===== src/hw/rtl/mdds_pkg.sv =====
// Shared types and constants for the multiplexed digit display scanner.
package mdds_pkg;

  localparam int CODE_SLOTS  = 5;
  localparam int GLYPH_COUNT = 25;
  localparam int CODE_W      = 8;
  localparam int DIGIT_W     = 5;
  localparam int SEG_W       = 9;
  localparam int PULSE_W     = 16;

  localparam logic [SEG_W-1:0]   SEG_PORT_MASK = 9'h1FE;
  localparam logic [SEG_W-1:0]   DOT_BIT       = 9'h100;
  localparam logic [PULSE_W-1:0] PULSE_RESET   = 16'd2000;

  localparam logic ACTION_FRAME = 1'b0;
  localparam logic ACTION_TICK  = 1'b1;

  typedef logic [CODE_W-1:0]  code_t;
  typedef logic [SEG_W-1:0]   seg_t;
  typedef logic [DIGIT_W-1:0] digit_t;
  typedef logic [PULSE_W-1:0] pulse_t;

  typedef code_t [CODE_SLOTS-1:0] frame_t;

  typedef struct packed {
    digit_t digit_enable;
    seg_t   segment_bits;
    logic   motor_on;
  } mdds_result_t;

  localparam seg_t GLYPH_ROM [GLYPH_COUNT] = '{
    9'h07E, 9'h00C, 9'h0B6, 9'h09E, 9'h0CC, 9'h0DA, 9'h0FA, 9'h00E, 9'h0FE, 9'h0DE,
    9'h07E | DOT_BIT, 9'h00C | DOT_BIT, 9'h0B6 | DOT_BIT, 9'h09E | DOT_BIT,
    9'h0CC | DOT_BIT, 9'h0DA | DOT_BIT, 9'h0FA | DOT_BIT, 9'h00E | DOT_BIT,
    9'h0FE | DOT_BIT, 9'h0DE | DOT_BIT,
    9'h0A8, 9'h0F2, 9'h0B8, 9'h080, 9'h000
  };

endpackage


===== src/hw/rtl/mdds_if.sv =====
// Request and result channel interfaces for the display scanner.
interface mdds_in_if;
  import mdds_pkg::*;
  logic  valid;
  logic  ready;
  logic  action;
  code_t code_first;
  code_t code_second;
  code_t code_third;
  code_t code_fourth;
  code_t code_fifth;

  modport source (output valid, action, code_first, code_second, code_third,
                  code_fourth, code_fifth, input ready);
  modport sink (input valid, action, code_first, code_second, code_third,
                code_fourth, code_fifth, output ready);
endinterface

interface mdds_out_if;
  import mdds_pkg::*;
  logic   valid;
  logic   ready;
  digit_t digit_enable;
  seg_t   segment_bits;
  logic   motor_on;

  modport source (output valid, digit_enable, segment_bits, motor_on, input ready);
  modport sink (input valid, digit_enable, segment_bits, motor_on, output ready);
endinterface


===== src/hw/rtl/mdds_glyph_dec.sv =====
// Glyph code to segment pattern decoder.
module mdds_glyph_dec (
  input  mdds_pkg::code_t code,
  output mdds_pkg::seg_t  segs
);
  import mdds_pkg::*;

  logic [4:0] idx;

  assign idx  = code[4:0];
  assign segs = (code < CODE_W'(GLYPH_COUNT)) ? (GLYPH_ROM[idx] & SEG_PORT_MASK) : '0;

endmodule


===== src/hw/rtl/mdds_core.sv =====
// Scanner state: stored codes, scan position, motor pulse and shown digit.
module mdds_core #(
  parameter int DIGIT_COUNT = 5
) (
  input  logic                   clk,
  input  logic                   rst_n,
  input  logic                   cfg_we,
  input  mdds_pkg::pulse_t       cfg_wdata,
  input  logic                   accept,
  input  logic                   action,
  input  mdds_pkg::frame_t       frame,
  output mdds_pkg::mdds_result_t result
);
  import mdds_pkg::*;

  localparam int POS_W = (DIGIT_COUNT > 1) ? $clog2(DIGIT_COUNT) : 1;

  pulse_t           pulse_ticks_r;
  frame_t           codes_r;
  logic [POS_W-1:0] pos_r, pos_nxt;
  code_t            last_first_r;
  pulse_t           remain_r, remain_nxt;
  digit_t           shown_digit_r, shown_digit_nxt;
  seg_t             shown_seg_r, shown_seg_nxt;

  logic [3:0] pos_ext;
  logic [4:0] pos_inc;
  logic [2:0] sel;
  logic       in_range;
  code_t      cur_code;
  seg_t       dec_segs;
  logic       motor;

  assign pos_ext  = 4'(pos_r);
  assign pos_inc  = 5'(pos_ext) + 5'd1;
  assign sel      = pos_ext[2:0];
  assign in_range = pos_ext < 4'(CODE_SLOTS);
  assign cur_code = in_range ? codes_r[sel] : '0;

  mdds_glyph_dec u_dec (
    .code (cur_code),
    .segs (dec_segs)
  );

  always_comb begin
    pos_nxt         = pos_r;
    remain_nxt      = remain_r;
    shown_digit_nxt = shown_digit_r;
    shown_seg_nxt   = shown_seg_r;
    motor           = remain_r != '0;
    if (action == ACTION_FRAME) begin
      if (frame[0] != last_first_r && remain_r == '0) begin
        remain_nxt = pulse_ticks_r;
      end
      motor = remain_nxt != '0;
    end else begin
      shown_digit_nxt = in_range ? DIGIT_W'(5'd1 << sel) : '0;
      shown_seg_nxt   = in_range ? dec_segs : '0;
      pos_nxt         = (pos_inc >= 5'(DIGIT_COUNT)) ? '0 : POS_W'(pos_inc);
      if (remain_r != '0) begin
        remain_nxt = remain_r - 1'b1;
      end
    end
  end

  assign result = '{digit_enable: shown_digit_nxt, segment_bits: shown_seg_nxt,
                    motor_on: motor};

  always_ff @(posedge clk) begin
    if (!rst_n) begin
      pulse_ticks_r <= PULSE_RESET;
      codes_r       <= '0;
      pos_r         <= '0;
      last_first_r  <= '0;
      remain_r      <= '0;
      shown_digit_r <= '0;
      shown_seg_r   <= '0;
    end else begin
      if (cfg_we) begin
        pulse_ticks_r <= cfg_wdata;
      end
      if (accept) begin
        pos_r         <= pos_nxt;
        remain_r      <= remain_nxt;
        shown_digit_r <= shown_digit_nxt;
        shown_seg_r   <= shown_seg_nxt;
        if (action == ACTION_FRAME) begin
          codes_r      <= frame;
          last_first_r <= frame[0];
        end
      end
    end
  end

endmodule


===== src/hw/rtl/mdds_out_stage.sv =====
// Result register between the scanner state and the result channel.
module mdds_out_stage (
  input  logic                   clk,
  input  logic                   rst_n,
  input  logic                   load,
  input  mdds_pkg::mdds_result_t result,
  output logic                   can_load,
  mdds_out_if.source             out_chan
);
  import mdds_pkg::*;

  logic         valid_r;
  mdds_result_t data_r;

  assign can_load = !valid_r || out_chan.ready;

  always_ff @(posedge clk) begin
    if (!rst_n) begin
      valid_r <= 1'b0;
    end else if (load) begin
      valid_r <= 1'b1;
    end else if (out_chan.ready) begin
      valid_r <= 1'b0;
    end
  end

  always_ff @(posedge clk) begin
    if (load) begin
      data_r <= result;
    end
  end

  assign out_chan.valid        = valid_r;
  assign out_chan.digit_enable = data_r.digit_enable;
  assign out_chan.segment_bits = data_r.segment_bits;
  assign out_chan.motor_on     = data_r.motor_on;

endmodule


===== src/hw/rtl/multiplexed_digit_display_scanner_top.sv =====
// Top level of the multiplexed digit display scanner.
//
//   channel   dir  handshake     payload
//   in_chan   in   valid/ready   action, code_first .. code_fifth
//   out_chan  out  valid/ready   digit_enable, segment_bits, motor_on
//   cfg_*     in   write enable  pulse_ticks (16 bit)
//
// One request per cycle; each result is registered and shows on out_chan in the cycle after its request.
// The result register limits the rate: a request is taken when it is empty
// or being drained in the same cycle.
// Synchronous active-low reset clears state; pulse length resets to 2000.
// A stall on out_chan holds the result and stops new requests.
module multiplexed_digit_display_scanner_top #(
  parameter int DIGIT_COUNT = 5
) (
  input  logic             clk,
  input  logic             rst_n,
  input  logic             cfg_we,
  input  mdds_pkg::pulse_t cfg_wdata,
  mdds_in_if.sink          in_chan,
  mdds_out_if.source       out_chan
);
  import mdds_pkg::*;

  logic         can_load;
  logic         accept;
  frame_t       frame;
  mdds_result_t result;

  assign in_chan.ready = can_load;
  assign accept        = in_chan.valid && can_load;

  assign frame[0] = in_chan.code_first;
  assign frame[1] = in_chan.code_second;
  assign frame[2] = in_chan.code_third;
  assign frame[3] = in_chan.code_fourth;
  assign frame[4] = in_chan.code_fifth;

  mdds_core #(
    .DIGIT_COUNT (DIGIT_COUNT)
  ) u_core (
    .clk       (clk),
    .rst_n     (rst_n),
    .cfg_we    (cfg_we),
    .cfg_wdata (cfg_wdata),
    .accept    (accept),
    .action    (in_chan.action),
    .frame     (frame),
    .result    (result)
  );

  mdds_out_stage u_out (
    .clk      (clk),
    .rst_n    (rst_n),
    .load     (accept),
    .result   (result),
    .can_load (can_load),
    .out_chan (out_chan)
  );

endmodule


===== src/flat_wrapper.sv =====
// flat-port wrapper written by rule: the top's interface ports become plain ports
module multiplexed_digit_display_scanner_top_flat import mdds_pkg::*;
#(
  parameter int DIGIT_COUNT = 5
)
  (clk, rst_n, cfg_we, cfg_wdata, in_chan_valid, in_chan_action, in_chan_code_first, in_chan_code_second, in_chan_code_third, in_chan_code_fourth, in_chan_code_fifth, in_chan_ready, out_chan_valid, out_chan_digit_enable, out_chan_segment_bits, out_chan_motor_on, out_chan_ready);
  mdds_in_if in_chan_i ();
  mdds_out_if out_chan_i ();
  input  logic clk;
  input  logic rst_n;
  input  logic cfg_we;
  input  mdds_pkg::pulse_t cfg_wdata;
  input wire logic [$bits(in_chan_i.valid)-1:0] in_chan_valid;
  input wire logic [$bits(in_chan_i.action)-1:0] in_chan_action;
  input wire logic [$bits(in_chan_i.code_first)-1:0] in_chan_code_first;
  input wire logic [$bits(in_chan_i.code_second)-1:0] in_chan_code_second;
  input wire logic [$bits(in_chan_i.code_third)-1:0] in_chan_code_third;
  input wire logic [$bits(in_chan_i.code_fourth)-1:0] in_chan_code_fourth;
  input wire logic [$bits(in_chan_i.code_fifth)-1:0] in_chan_code_fifth;
  output wire logic [$bits(in_chan_i.ready)-1:0] in_chan_ready;
  output wire logic [$bits(out_chan_i.valid)-1:0] out_chan_valid;
  output wire logic [$bits(out_chan_i.digit_enable)-1:0] out_chan_digit_enable;
  output wire logic [$bits(out_chan_i.segment_bits)-1:0] out_chan_segment_bits;
  output wire logic [$bits(out_chan_i.motor_on)-1:0] out_chan_motor_on;
  input wire logic [$bits(out_chan_i.ready)-1:0] out_chan_ready;
  assign in_chan_i.valid = in_chan_valid;
  assign in_chan_i.action = in_chan_action;
  assign in_chan_i.code_first = in_chan_code_first;
  assign in_chan_i.code_second = in_chan_code_second;
  assign in_chan_i.code_third = in_chan_code_third;
  assign in_chan_i.code_fourth = in_chan_code_fourth;
  assign in_chan_i.code_fifth = in_chan_code_fifth;
  assign in_chan_ready = in_chan_i.ready;
  assign out_chan_valid = out_chan_i.valid;
  assign out_chan_digit_enable = out_chan_i.digit_enable;
  assign out_chan_segment_bits = out_chan_i.segment_bits;
  assign out_chan_motor_on = out_chan_i.motor_on;
  assign out_chan_i.ready = out_chan_ready;
  multiplexed_digit_display_scanner_top #(.DIGIT_COUNT(DIGIT_COUNT)) u_core (.clk(clk), .rst_n(rst_n), .cfg_we(cfg_we), .cfg_wdata(cfg_wdata), .in_chan(in_chan_i), .out_chan(out_chan_i));
endmodule

===== config.mk =====
export PLATFORM = sky130hd
export DESIGN_NAME = multiplexed_digit_display_scanner_top_flat
export DESIGN_NICKNAME = d
export VERILOG_FILES = /design/src/hw/rtl/mdds_pkg.sv /design/src/hw/rtl/mdds_if.sv /design/src/hw/rtl/mdds_glyph_dec.sv /design/src/hw/rtl/mdds_core.sv /design/src/hw/rtl/mdds_out_stage.sv /design/src/hw/rtl/multiplexed_digit_display_scanner_top.sv /design/src/flat_wrapper.sv
export SDC_FILE = /design/constraint.sdc
export NUM_CORES = 1
export LEC_CHECK = 0
export BUFFER_PORTS_ARGS = -buffer_cell sky130_fd_sc_hd__buf_2
export CAP_MARGIN = 20
export CELL_PAD_IN_SITES_DETAIL_PLACEMENT = 0
export CELL_PAD_IN_SITES_GLOBAL_PLACEMENT = 1
export CORE_MARGIN = 1.5
export CORE_UTILIZATION = 30
export DETAILED_ROUTE_END_ITERATION = 7
export GPL_ROUTABILITY_DRIVEN = 0
export PLACE_DENSITY = 0.64
export SYNTH_ARGS = -nofsm -noshare
export SYNTH_HDL_FRONTEND = slang
export SYNTH_SLANG_ARGS = --single-unit

===== constraint.sdc =====
create_clock -name clk -period 3.9 [get_ports clk]
set_clock_uncertainty 0.15 [all_clocks]
set_input_delay 0.78 -clock clk [delete_from_list [all_inputs] [get_ports clk]]
set_output_delay 0.78 -clock clk [all_outputs]
set_load 0.02 [all_outputs]

* Word level (Yosys, flattened, before mapping) *
Memory sizes are Yosys's and may differ from the RTL's.
Cells that the tools add are included.

storage, ports and cells
  logic and storage cells = 56
  bits in read-only memories = 288
  memories = 1
  flip-flop bits (word level) = 105
  bits of input ports = 62

operators by class
  order comparisons = 5
  add/sub/neg operators = 2
  bitwise operators = 2
  equality and inequality tests = 2
  reductions and logical operators = 11
  multiplexer cells = 18
  shifts and indexed selects = 1

memories
  memory           words  width  rd ports  clocked after memory_dff  write ports  line                  source
  (no name shown)  32     9      1         0                         0            mdds_glyph_dec.sv:11  assign segs = (code < CODE_W'(GLYPH_COUNT)) ? (GLYPH_ROM[idx] & SEG_PORT_MASK) : '0;

operators with widths
  operator                                              number
  2-to-1 mux 16 bit                                     4
  2-to-1 mux 9 bit                                      5
  nonzero test 16 bit                                   2
  binary-select mux 8 bit (select 3 bit)                1
  zero test 16 bit                                      1
  2-to-1 mux 8 bit                                      2
  subtractor 16 x 1 -> 16 bit (second input constant)   1
  2-to-1 mux 5 bit                                      2
  < comparator 8 x 5 -> 1 bit (second input constant)   1
  != test 8 bit                                         1
  >= comparator 6 bit (second input constant)           1
  inverter 5 -> 6 bit                                   1
  AND reduction 2 bit                                   3
  >= comparator 5 x 3 -> 1 bit (second input constant)  1
  << shifter 1 x 3 -> 5 bit (first input constant)      1
  adder 3 x 1 -> 4 bit (second input constant)          1
  < comparator 3 x 4 -> 1 bit (second input constant)   1
  < comparator 3 bit (second input constant)            1
  2-to-1 mux 1 bit                                      3
  2-to-1 mux 3 bit                                      1
  logical AND 1 bit                                     2
  != test 2 x 1 -> 1 bit (second input constant)        1
  nonzero test 2 bit                                    1
  zero test 1 bit                                       1
  2 further kinds                                       2

* Logic depth before layout (Yosys ltp) *
Gate-level depths: netlist of run 1.

  depth in word-level cells = 10
  mapped depth = 12

* Hierarchy *
Synthesis of run 1 repeated with hierarchy kept, for this count alone.

unflattened totals
  cell total of the unflattened synthesis = 581
  area total of the unflattened synthesis = 5257.5 um^2

modules (own cells, without submodules)
  module                                 area each (um^2)  cells each  sequential area each (um^2)  instances
  mdds_core                              4317.9            501         1781.7                       1
  mdds_out_stage                         499.2             19          470.5                        1
  mdds_glyph_dec                         434.2             60          0.0                          1
  multiplexed_digit_display_scanner_top  6.3               1           0.0                          1

* Worst setup path after synthesis of run 1 *
No wires, ideal clock.

  path type = input -> register
  start point = input port out_chan_ready
  end point = register u_core.u_core.remain_r[13]
  path slack = 860 ps
  stages on the path = 8
  arrival time = 2804 ps
  setup time = 86 ps
  buffers on the path = 1
  cells stage by stage = nand2b_1 -> nand2_1 -> inv_1 -> clkbuf_1 -> nand2_1 -> a21oi_1 -> a211oi_1 -> a211oi_1

between the ends
  longest elaborated chain between the ends = 3

RTL lines
  element                        line                                         source
  from (decl)                    flat_wrapper.sv:25                           input wire logic [$bits(out_chan_i.ready)-1:0] out_chan_ready;
  logical OR 1 bit               mdds_out_stage.sv:15                         assign can_load = !valid_r || out_chan.ready;
  logical AND 1 bit              multiplexed_digit_display_scanner_top.sv:31  assign accept = in_chan.valid && can_load;
  net u_core.accept              multiplexed_digit_display_scanner_top.sv:26  logic accept;
  AND reduction 2 bit (no line)  --
  to (signal assigned)           mdds_core.sv:84                              remain_r <= remain_nxt;
  to (decl)                      mdds_core.sv:22                              pulse_t remain_r, remain_nxt;

The timed path passes the listed nets, and every way through them passes these cells.
A chain may end at the register's enable or synchronous reset.

* Final worst setup path of run 1 *
  start point = register u_core.u_core.pos_r[1]
  end point = register u_core.u_core.shown_seg_r[5]

between the ends
  longest elaborated chain between the ends = 10

RTL lines
  element                                              line                  source
  from (decl)                                          mdds_core.sv:20       logic [POS_W-1:0] pos_r, pos_nxt;
  from (signal assigned)                               mdds_core.sv:83       pos_r <= pos_nxt;
  binary-select mux 8 bit (select 3 bit)               mdds_core.sv:38       assign cur_code = in_range ? codes_r[sel] : '0;
  2-to-1 mux 8 bit (implied by the code)               mdds_core.sv:38
  2-to-1 mux 8 bit                                     mdds_core.sv:38
  inverter 5 -> 6 bit (implied by the code)            mdds_glyph_dec.sv:11
  memory (32 x 9 bit)                                  --
  2-to-1 mux 9 bit (implied by the code) (2 in a row)  mdds_glyph_dec.sv:11
  2-to-1 mux 9 bit                                     mdds_glyph_dec.sv:11
  2-to-1 mux 9 bit (*)                                 mdds_core.sv:58       shown_seg_nxt = in_range ? dec_segs : '0;
  2-to-1 mux 9 bit (*)                                 mdds_core.sv:51       if (action == ACTION_FRAME) begin
  to (signal assigned)                                 mdds_core.sv:86       shown_seg_r <= shown_seg_nxt;
  to (decl)                                            mdds_core.sv:24       seg_t shown_seg_r, shown_seg_nxt;

Every way passes the cells marked *; elsewhere a longest branch is shown, timed or not. The select of a mux whose other input is x is not followed.

==> flow_metrics.env, run 1 <==
export IMPL_layout_setup_ws_ns=0.583
export IMPL_tns_ns=0
export IMPL_core_area_um2=17200
export IMPL_grt_pass1_wl_mm=23.5
export IMPL_grt_max_degree=68
export IMPL_crit_type="reg2reg"
export IMPL_yosysWarnings=0
export IMPL_cp_end_kind="register"
export IMPL_slowest_delay_ns=0.84
export IMPL_nNetsFinal=757
export IMPL_synthDistinctLibCells=60
export IMPL_reg2reg_slack_ns=0.58
export IMPL_multi_input_area_um2=2750
export IMPL_cts_buffers=9
export IMPL_drtAntennaViolNets=0
export IMPL_firstDrtPassIters=5
export IMPL_timing_fmax_ghz=0.301
export IMPL_final_fill_count=1842
export IMPL_grt_overflow_total=0
export IMPL_die_h_um=135
export IMPL_viasPerCell=5.15
export IMPL_setup_worst_path_start_class="register"
export IMPL_rsz0062_at_grt="no"
export IMPL_cts_tree="done"
export IMPL_slew_headroom_pct=43.2
export IMPL_hold_slack_ns=0.301
export IMPL_r2r_start="u_core.u_core.pos_r[1]"
export IMPL_place_hpwl_mm=10.3
export IMPL_dieArea_um2=18200
export IMPL_drc=0
export IMPL_clk_pin_slew_ns=0.07
export IMPL_crit_required_ns=4.02
export IMPL_hold_path_class="reg2reg"
export IMPL_syn_avg_cell_area_um2=8.45
export IMPL_netlist_area_um2=5230
export IMPL_p_leak_nw=2.41
export IMPL_syn_inst=619
export IMPL_clkLatencyLatePin_ns=0.36
export IMPL_hold_viol_final=0
export IMPL_peakVddDrop_mv=0.227
export IMPL_status="finished clean"
export IMPL_hold_end="u_core.u_core.codes_r[21]"
export IMPL_final_common_cell="nand2_1"
export IMPL_p_clk_share_pct=34.7
export IMPL_die_width_um=135
export IMPL_dpl_worst_slack_ns=0.632
export IMPL_antennaDiodeCount=0
export IMPL_synth_seq_cells=105
export IMPL_seq_area_um2=2250
export IMPL_drt_iter0_markers=229
export IMPL_synth_edf_count=15
export IMPL_seq_area_frac_synth_pct=43.1
export IMPL_p_per_area_nw_per_um2=478
export IMPL_p_seq_share_pct=42.5
export IMPL_p_sw_mw=0.906
export IMPL_path_cells="nor2_1 -> nand3_1 -> o211a_1 -> ha_1 -> nand3_1 -> a311o_1 -> or2_0 -> o31ai_2"
export IMPL_cts_hold_buf=0
export IMPL_synth_ff_type="dfxtp_1"
export IMPL_crit_slowest_cell="dfxtp_1"
export IMPL_io_buffers=78
export IMPL_min_from="u_core.u_core.codes_r[21]"
export IMPL_cts_repair_resized=0
export IMPL_post_drt_wl_per_cell_um=15.8
export IMPL_rr_worst_depth=8
export IMPL_maxCapViolations=0
export IMPL_swShare_pct=30.7
export IMPL_setup_violations=0
export IMPL_cp_arrival_ns=3.44
export IMPL_final_cell_mix="nand2_1 (122), dfxtp_1 (90), buf_2 (78)"
export IMPL_critPathMaxFanout=22
export IMPL_critPathMostFrequentCell="nand3_1"
export IMPL_htreeDepth=3
export IMPL_clkSinkCount=105
export IMPL_comb_power_share_pct=22.9
export IMPL_start_util_pct=30.4
export IMPL_area_growth_pct=17.9
export IMPL_ioPinCount=79
export IMPL_antenna_found_initial=1
export IMPL_fin_area_um2=6160
export IMPL_async_flop_share_pct=0
export IMPL_via_count=4686
export IMPL_wl_mm=14.4
export IMPL_crit_start="u_core.u_core.pos_r[1]"
export IMPL_layout_drive_gt1_share_pct=18.2
export IMPL_syn_nets=696
export IMPL_std_cell_rows=48
export IMPL_placedInstanceArea_um2=5820
export IMPL_post_cts_setup_buffers=0
export IMPL_cts_buffer_depth=2
export IMPL_holdPathStages=2
export IMPL_rr_endpoint="u_core.u_core.shown_seg_r[5]"
export IMPL_fin_util_pct=35.9
export IMPL_power_internal_mw=2.04
export IMPL_period_needed_ns=3.32
export IMPL_post_route_period_util_pct=85.0
export IMPL_root_buffer="clkbuf_16"
export IMPL_worstMarginPinSlew_ns=0.852
export IMPL_grt_pass1_vias=4575
export IMPL_grt_total_usage_pct=16.2
export IMPL_report_final_slew_viol_count=0
worst max path at each step:
stage,endpoint,cells past startpoint
2_1_floorplan,u_core.u_core.remain_r[13],8
3_3_place_gp,u_core.u_core.shown_seg_r[5],8
3_5_place_dp,u_core.u_core.shown_seg_r[5],8
4_1_cts,u_core.u_core.shown_seg_r[5],8
5_1_grt,u_core.u_core.shown_seg_r[5],8
6_report,u_core.u_core.shown_seg_r[5],8
layout make-up:
class / count / area share, %
Tap cell: 225 / 4.57
Clock buffer: 12 / 4.69
Timing Repair Buffer: 90 / 7.80
Multi-Input combinational cell: 457 / 44.5
Clock inverter: 4 / 0.832
Sequential cell: 105 / 36.5
Inverter: 17 / 1.04
per-layer routing:
metal	global-route usage (%)	wire [um]	vias up
met5	0	0	-
met4	4.30	181	0
met3	4.02	641	13
li1	-	-	2329
met1	21.0	6760	2226
met2	27.0	6830	118
through the flow:
step                instances  power [mW]
CTS                       910        2.97
global route              910        3.10
detailed placement        894        1.94
floorplan                 619        1.74
finish                    910        2.95
global placement          894        1.93
Yosys cell counts, types with 3 or more instances:
| master | n | area [um2] |
|---|---|---|
| nor4_1 | 9 | 56.3 |
| a21oi_1 | 68 | 340 |
| mux2i_1 | 26 | 260 |
| a31oi_1 | 8 | 50.1 |
| o21a_1 | 7 | 52.6 |
| nor2b_1 | 6 | 37.5 |
| nor3b_1 | 3 | 22.5 |
| a31o_2 | 5 | 43.8 |
| o21ai_0 | 15 | 75.1 |
| buf_1 | 4 | 15.0 |
| xor2_1 | 8 | 70.1 |
| nand2b_1 | 3 | 18.8 |
| edfxtp_1 | 15 | 450 |
| a2bb2oi_1 | 3 | 26.3 |
| dfxtp_1 | 90 | 1800 |
| a22o_1 | 6 | 52.6 |
| clkbuf_1 | 31 | 116 |
| nand2_1 | 122 | 458 |
| o22ai_1 | 3 | 18.8 |
| mux2_2 | 4 | 45.0 |
| o2bb2ai_1 | 4 | 35.0 |
| nor3_1 | 16 | 80.1 |
| buf_2 | 3 | 15.0 |
| and2_1 | 4 | 25.0 |
| o31ai_2 | 3 | 37.5 |
| nand4_1 | 3 | 18.8 |
| nand3_1 | 13 | 65.1 |
| and3_1 | 4 | 25.0 |
| a211oi_1 | 16 | 120 |
| ha_1 | 15 | 188 |
| o32ai_1 | 6 | 52.6 |
| inv_1 | 15 | 56.3 |
| nor2_1 | 42 | 158 |
kinds of logic (layout without fill, tap and decap cells):
group	Yosys count	count (layout)	synth area share, %
AOI/OAI and AO/OA	165	165	21.0
xor gates and xnor gates	8	8	1.34
adders and majority gates	15	15	3.59
buffers and inverters	57	123	4.45
DFF	105	105	43.1
muxes	30	30	5.84
and+or+nand+nor	239	239	20.7
sequential cells by signal, summed over array words and instances (netlist names):
signal and count:
u_core.u_core.pulse_ticks_r 16, u_core.u_core.shown_seg_r 9, u_core.u_core.last_first_r 8, u_core.u_out.out_chan.motor_on 1
u_core.u_core.codes_r 32, u_core.u_out.out_chan.segment_bits 9, u_core.u_core.pos_r 3, u_core.u_core.remain_r 16
u_core.u_out.out_chan.valid 1, u_core.u_core.shown_digit_r 5, u_core.u_out.out_chan.digit_enable 5
critical path: cells and delay by family, from the launching register on:
kind	cells	cell delay, ns
compound gates	3	1.04
simple gates	4	0.89
flops	1	0.84
fa+ha+maj	1	0.29
power by group through the flow:
| stage | clock, mW | combinational, mW | sequential, mW |
|---|---|---|---|
| final | 1.02 | 0.674 | 1.25 |
| after global routing | 1.09 | 0.746 | 1.26 |
| after CTS | 1.05 | 0.667 | 1.25 |
| after detailed placement | 0 | 0.663 | 1.27 |
| after global placement | 0 | 0.658 | 1.27 |
| after floorplan | 0 | 0.466 | 1.27 |
No activity file was read; power rests on OpenSTA's default activity.
==> run 2, diff against run 1 <==
==> constraint.sdc (replaced) <==
create_clock -name clk -period 3.4 [get_ports clk]
set_clock_uncertainty 0.15 [all_clocks]
set_input_delay 0.68 -clock clk [delete_from_list [all_inputs] [get_ports clk]]
set_output_delay 0.68 -clock clk [all_outputs]
set_load 0.02 [all_outputs]
==> flow_metrics.env, run 2 (same netlist as run 1, synthesis figures left out) <==
export IMPL_grt_overflow_total=0
export IMPL_comb_power_share_pct=23.9
export IMPL_hold_path_class="reg2reg"
export IMPL_ioPinCount=79
export IMPL_clk_pin_slew_ns=0.07
export IMPL_grt_total_usage_pct=16.0
export IMPL_htreeDepth=3
export IMPL_antennaDiodeCount=0
export IMPL_crit_type="reg2reg"
export IMPL_grt_max_degree=68
export IMPL_viasPerCell=5.04
export IMPL_start_util_pct=30.4
export IMPL_wl_mm=14.0
export IMPL_cts_buffer_depth=2
export IMPL_antenna_found_initial=0
export IMPL_drtAntennaViolNets=0
export IMPL_grt_pass1_wl_mm=22.9
export IMPL_dieArea_um2=18200
export IMPL_maxCapViolations=0
export IMPL_clkSinkCount=105
export IMPL_clkLatencyLatePin_ns=0.35
export IMPL_cts_buffers=9
export IMPL_largest_register_ffs=32
export IMPL_core_area_um2=17200
export IMPL_cp_arrival_ns=3.25
export IMPL_p_seq_share_pct=44.4
export IMPL_setup_worst_path_start_class="register"
export IMPL_fin_area_um2=6150
export IMPL_layout_drive_gt1_share_pct=18.6
export IMPL_post_cts_setup_buffers=0
export IMPL_report_final_slew_viol_count=0
export IMPL_std_cell_rows=48
export IMPL_die_h_um=135
export IMPL_largest_register="u_core.u_core.codes_r"
export IMPL_rsz0062_at_grt="no"
export IMPL_die_width_um=135
export IMPL_swShare_pct=31.1
export IMPL_reg_largest_list="u_core.u_core.codes_r x32, u_core.u_core.pulse_ticks_r x16, u_core.u_core.remain_r x16"
export IMPL_period_needed_ns=3.15
export IMPL_final_cell_mix="nand2_1 (122), dfxtp_1 (90), buf_2 (78)"
export IMPL_peakVddDrop_mv=0.271
export IMPL_p_sw_mw=1.01
export IMPL_power_internal_mw=2.22
export IMPL_place_hpwl_mm=10.3
export IMPL_via_count=4607
export IMPL_p_per_area_nw_per_um2=525
export IMPL_cp_end_kind="register"
export IMPL_hold_viol_final=0
export IMPL_firstDrtPassIters=4
export IMPL_worstMarginPinSlew_ns=0.754
export IMPL_root_buffer="clkbuf_16"
export IMPL_cts_tree="done"
export IMPL_timing_fmax_ghz=0.318
export IMPL_grt_pass1_vias=4372
export IMPL_status="finished clean"
export IMPL_critPathMaxFanout=15
export IMPL_p_leak_nw=2.40
export IMPL_drc=0
export IMPL_tns_ns=0
export IMPL_post_route_period_util_pct=92.5
export IMPL_cts_hold_buf=0
export IMPL_cts_repair_resized=0
export IMPL_post_drt_wl_per_cell_um=15.3
export IMPL_drt_iter0_markers=227
export IMPL_p_clk_share_pct=31.7
export IMPL_nNetsFinal=762
export IMPL_final_common_cell="nand2_1"
export IMPL_placedInstanceArea_um2=5860
export IMPL_setup_violations=0
export IMPL_area_growth_pct=17.7
export IMPL_crit_required_ns=3.51
export IMPL_io_buffers=78
export IMPL_slew_headroom_pct=49.8
## run 2: cell types whose count changed in the layout (fill, tap and decap cells not counted)
cell and delta:
buf_4 +5, clkbuf_1 +1, inv_4 -2, bufinv_16 -1, clkbuf_16 -1, inv_6 -1, clkinvlp_4 +2, clkinv_4 +1
## run 2: routing by layer
metal / routed length (um) / vias up / global-route usage, %
met5: 0 / - / 0
met4: 155 / 0 / 4.96
met3: 429 / 11 / 2.70
met2: 6460 / 82 / 25.6
met1: 6910 / 2162 / 21.9
li1: - / 2352 / -
## run 2: critical path, stage by stage (launching register included)
cell and delay, ns:
dfxtp_1 0.62, nor2_1 0.22, a31oi_1 0.24, o211a_1 0.34, ha_1 0.28, nand3_1 0.09, a311o_1 0.50, or2_0 0.39
o31ai_2 0.22
## run 2: path summary, 6_finish.rpt
path | slack (ns) | to | cells past startpoint | from
min reg2reg | 0.30 | u_core.u_core.codes_r[25] | 2 | u_core.u_core.codes_r[25]
max | 0.25 | u_core.u_core.shown_seg_r[6] | 8 | u_core.u_core.pos_r[0]
min | 0.30 | u_core.u_core.codes_r[25] | 2 | u_core.u_core.codes_r[25]
max reg2reg | 0.25 | u_core.u_core.shown_seg_r[6] | 8 | u_core.u_core.pos_r[0]
## run 2: layout make-up
| cell class | instances | area [um2] |
|---|---|---|
| fillers | 1862 | 11000 |
| multi-input cells | 457 | 2750 |
| flip-flops and latches | 105 | 2250 |
| repair buffers | 95 | 518 |
| well taps | 225 | 282 |
| clock buffers | 12 | 268 |
| inverters | 17 | 63.8 |
| clock inverters | 3 | 23.8 |
## run 2: stage by stage
step | worst slack [ns] | hold slack, ns | power, mW | std cells | utilization, %
2_1_floorplan | 0.460 | 0.271 | 1.99 | 619 | -
3_3_place_gp | 0.466 | 0.287 | 2.22 | 899 | 34.1
3_5_place_dp | 0.311 | 0.294 | 2.23 | 899 | 34.1
4_1_cts | 0.285 | 0.304 | 3.26 | 914 | 35.8
5_1_grt | 0.00498 | 0.324 | 3.41 | 914 | 35.8
6_report | 0.255 | 0.302 | 3.23 | 914 | 35.8
## run 2: power groups by stage
stage          Sequential [mW]  Combinational [mW]  Clock [mW]
2_1_floorplan             1.46               0.535           0
3_3_place_gp              1.46               0.756           0
3_5_place_dp              1.46               0.768           0
4_1_cts                   1.43               0.771        1.05
5_1_grt                   1.44               0.863        1.10
6_report                  1.43               0.772        1.02
==> run 3, diff against run 2 <==
--- a/config.mk
+++ b/config.mk
@@ -5,6 +5,7 @@
 export SDC_FILE = /design/constraint.sdc
 export NUM_CORES = 1
 export LEC_CHECK = 0
+export ABC_AREA = 1
 export BUFFER_PORTS_ARGS = -buffer_cell sky130_fd_sc_hd__buf_2
 export CAP_MARGIN = 20
 export CELL_PAD_IN_SITES_DETAIL_PLACEMENT = 0
@@ -13,7 +14,7 @@
 export CORE_UTILIZATION = 30
 export DETAILED_ROUTE_END_ITERATION = 7
 export GPL_ROUTABILITY_DRIVEN = 0
-export PLACE_DENSITY = 0.64
+export PLACE_DENSITY = 0.66
 export SYNTH_ARGS = -nofsm -noshare
 export SYNTH_HDL_FRONTEND = slang
 export SYNTH_SLANG_ARGS = --single-unit
==> flow_metrics.env, run 3 <==
export IMPL_synth_ff_type="dfxtp_1"
export IMPL_place_hpwl_mm=10.8
export IMPL_antennaDiodeCount=0
export IMPL_peakVddDrop_mv=0.267
export IMPL_clkSinkCount=105
export IMPL_grt_total_usage_pct=15.9
export IMPL_syn_inst=767
export IMPL_clk_pin_slew_ns=0.07
export IMPL_dieArea_um2=19200
export IMPL_async_flop_share_pct=0
export IMPL_die_width_um=139
export IMPL_synth_most_common_cell="nand2_1"
export IMPL_r2r_start="u_core.u_core.pos_r[1]"
export IMPL_synth_seq_cells=105
export IMPL_cts_buffer_depth=2
export IMPL_min_from="u_core.u_core.codes_r[15]"
export IMPL_crit_start="u_core.u_core.pos_r[1]"
export IMPL_wl_mm=14.8
export IMPL_fin_area_um2=6390
export IMPL_slowest_delay_ns=0.61
export IMPL_setup_violations=0
export IMPL_area_growth_pct=15.9
export IMPL_maxCapViolations=0
export IMPL_period_needed_ns=2.83
export IMPL_report_final_slew_viol_count=0
export IMPL_layout_drive_gt1_share_pct=16.8
export IMPL_grt_pass1_wl_mm=24.9
export IMPL_yosysWarnings=0
export IMPL_final_cell_mix="nand2_1 (181), dfxtp_1 (90), a21oi_1 (81)"
export IMPL_synth_area_leaders="dfxtp_1 (33%), nand2_1 (12%), edfxtp_1 (8.2%), a21oi_1 (7.4%), nand3_1 (6.8%)"
export IMPL_cts_buffers=9
export IMPL_fin_cells=1062
export IMPL_layout_setup_ws_ns=0.568
export IMPL_largest_register="u_core.u_core.codes_r"
export IMPL_nNetsFinal=905
export IMPL_grt_busiest_layer="met2"
export IMPL_p_leak_nw=2.82
export IMPL_grt_max_degree=55
export IMPL_drc=0
export IMPL_timing_fmax_ghz=0.353
export IMPL_core_area_um2=18000
export IMPL_worstMarginPinSlew_ns=0.694
export IMPL_status="finished clean"
export IMPL_die_h_um=139
export IMPL_synth_edf_count=15
export IMPL_syn_avg_cell_area_um2=7.19
export IMPL_rsz0062_at_grt="no"
export IMPL_post_cts_setup_buffers=0
export IMPL_tns_ns=0
export IMPL_grt_pass1_vias=5100
export IMPL_largest_register_ffs=32
export IMPL_placedInstanceArea_um2=6080
export IMPL_post_route_period_util_pct=83.3
export IMPL_viasPerCell=4.73
export IMPL_io_buffers=78
export IMPL_via_count=5020
export IMPL_root_buffer="clkbuf_16"
export IMPL_crit_slowest_cell="dfxtp_1"
export IMPL_cts_repair_resized=0
export IMPL_final_common_cell="nand2_1"
export IMPL_cts_hold_buf=0
export IMPL_drt_iter0_markers=191
export IMPL_synth_top_area_cell="dfxtp_1"
export IMPL_dpl_worst_slack_ns=0.559
export IMPL_hold_path_class="reg2reg"
export IMPL_use_met2_pct=28.1
export IMPL_synthDistinctLibCells=38
export IMPL_cts_tree="done"
export IMPL_slew_headroom_pct=53.2
export IMPL_path_cells="inv_2 -> a21oi_1 -> o21ai_0 -> nand3_1 -> o21ai_0 -> inv_1 -> ha_1 -> nand3_1 -> o21ai_0 -> o21ai_1 -> a22o_1"
export IMPL_htreeDepth=3
export IMPL_std_cell_rows=49
export IMPL_p_per_area_nw_per_um2=522
export IMPL_cp_end_kind="register"
export IMPL_seq_area_frac_synth_pct=40.9
export IMPL_cp_arrival_ns=2.80
export IMPL_final_fill_count=1943
export IMPL_ioPinCount=79
export IMPL_crit_required_ns=3.37
export IMPL_critPathMaxFanout=11
export IMPL_crit_type="reg2reg"
export IMPL_start_util_pct=30.7
export IMPL_critPathMostFrequentCell="o21ai_0"
export IMPL_reg_largest_list="u_core.u_core.codes_r x32, u_core.u_core.pulse_ticks_r x16, u_core.u_core.remain_r x16"
export IMPL_post_drt_wl_per_cell_um=14.0
export IMPL_setup_worst_path_start_class="register"
export IMPL_firstDrtPassIters=5
export IMPL_syn_nets=844
export IMPL_use_met1_pct=19.4
export IMPL_total_power_mw=3.33
export IMPL_grt_overflow_total=0
export IMPL_antenna_found_initial=0
export IMPL_dp_cells=1046
export IMPL_synth_top_area_share_pct=32.7
export IMPL_drtAntennaViolNets=0
export IMPL_grt_use_met3_pct=2.07
export IMPL_hold_viol_final=0
export IMPL_synth_top_cells_by_count="nand2_1 (182), dfxtp_1 (90), a21oi_1 (81)"
export IMPL_netlist_area_um2=5510
export IMPL_clkLatencyLatePin_ns=0.36
==> run 3: logic make-up (layout without fill, tap and decap cells) <==
logic type / after synthesis / count (layout) / share of synthesized area (%)
and+or+nand+nor: 346 / 346 / 27.3
adders and majority gates: 15 / 15 / 3.40
buffers and inverters: 116 / 182 / 9.10
AOI/OAI and AO/OA: 173 / 173 / 17.5
DFF: 105 / 105 / 40.9
xor gates and xnor gates: 12 / 12 / 1.91
==> run 3: path summary, 6_finish.rpt <==
| kind | cells after the start | slack (ns) | end |
|---|---|---|---|
| min | 2 | 0.31 | u_core.u_core.codes_r[15] |
| min reg2reg | 2 | 0.31 | u_core.u_core.codes_r[15] |
| max reg2reg | 11 | 0.57 | u_core.u_out.out_chan.segment_bits[5] |
| max | 11 | 0.57 | u_core.u_out.out_chan.segment_bits[5] |
==> run 3: routing by layer <==
metal,share of wire [%],vias to the layer above
met2,48,71
met4,2.3,0
li1,-,2640
met5,0,-
met1,47,2287
met3,2.4,22
==> run 3: critical path: cells and delay by family, from the launching register on <==
family | cells | cell delay [ns]
AO/OA/AOI/OAI | 6 | 0.98
AND/OR/NAND/NOR | 2 | 0.25
buffers and inverters | 2 | 0.41
adder cells (fa/ha/maj) | 1 | 0.19
flip-flops | 1 | 0.61
==> run 3: metrics by stage <==
| stage | hold slack (ns) | util [%] |
|---|---|---|
| finish | 0.306 | 35.6 |
| global route | 0.329 | 35.6 |
| CTS | 0.307 | 35.6 |
| detailed placement | 0.296 | 33.9 |
| global placement | 0.292 | 33.9 |
| floorplan | 0.275 | - |
==> run 3: power breakdown <==
| part | switching, mW | internal (mW) | total, mW |
|---|---|---|---|
| sequential | 0.0566 | 1.36 | 1.42 |
| clock | 0.516 | 0.557 | 1.07 |
| combinational | 0.551 | 0.292 | 0.843 |
==> run 3: cell type report <==
class | instances | area, um2 | area share [%]
clock inverters | 6 | 56.3 | 0.881
flip-flops and latches | 105 | 2250 | 35.2
inverters | 76 | 290 | 4.54
well taps | 229 | 287 | 4.48
multi-input cells | 546 | 2760 | 43.2
clock buffers | 10 | 250 | 3.92
repair buffers | 90 | 493 | 7.71
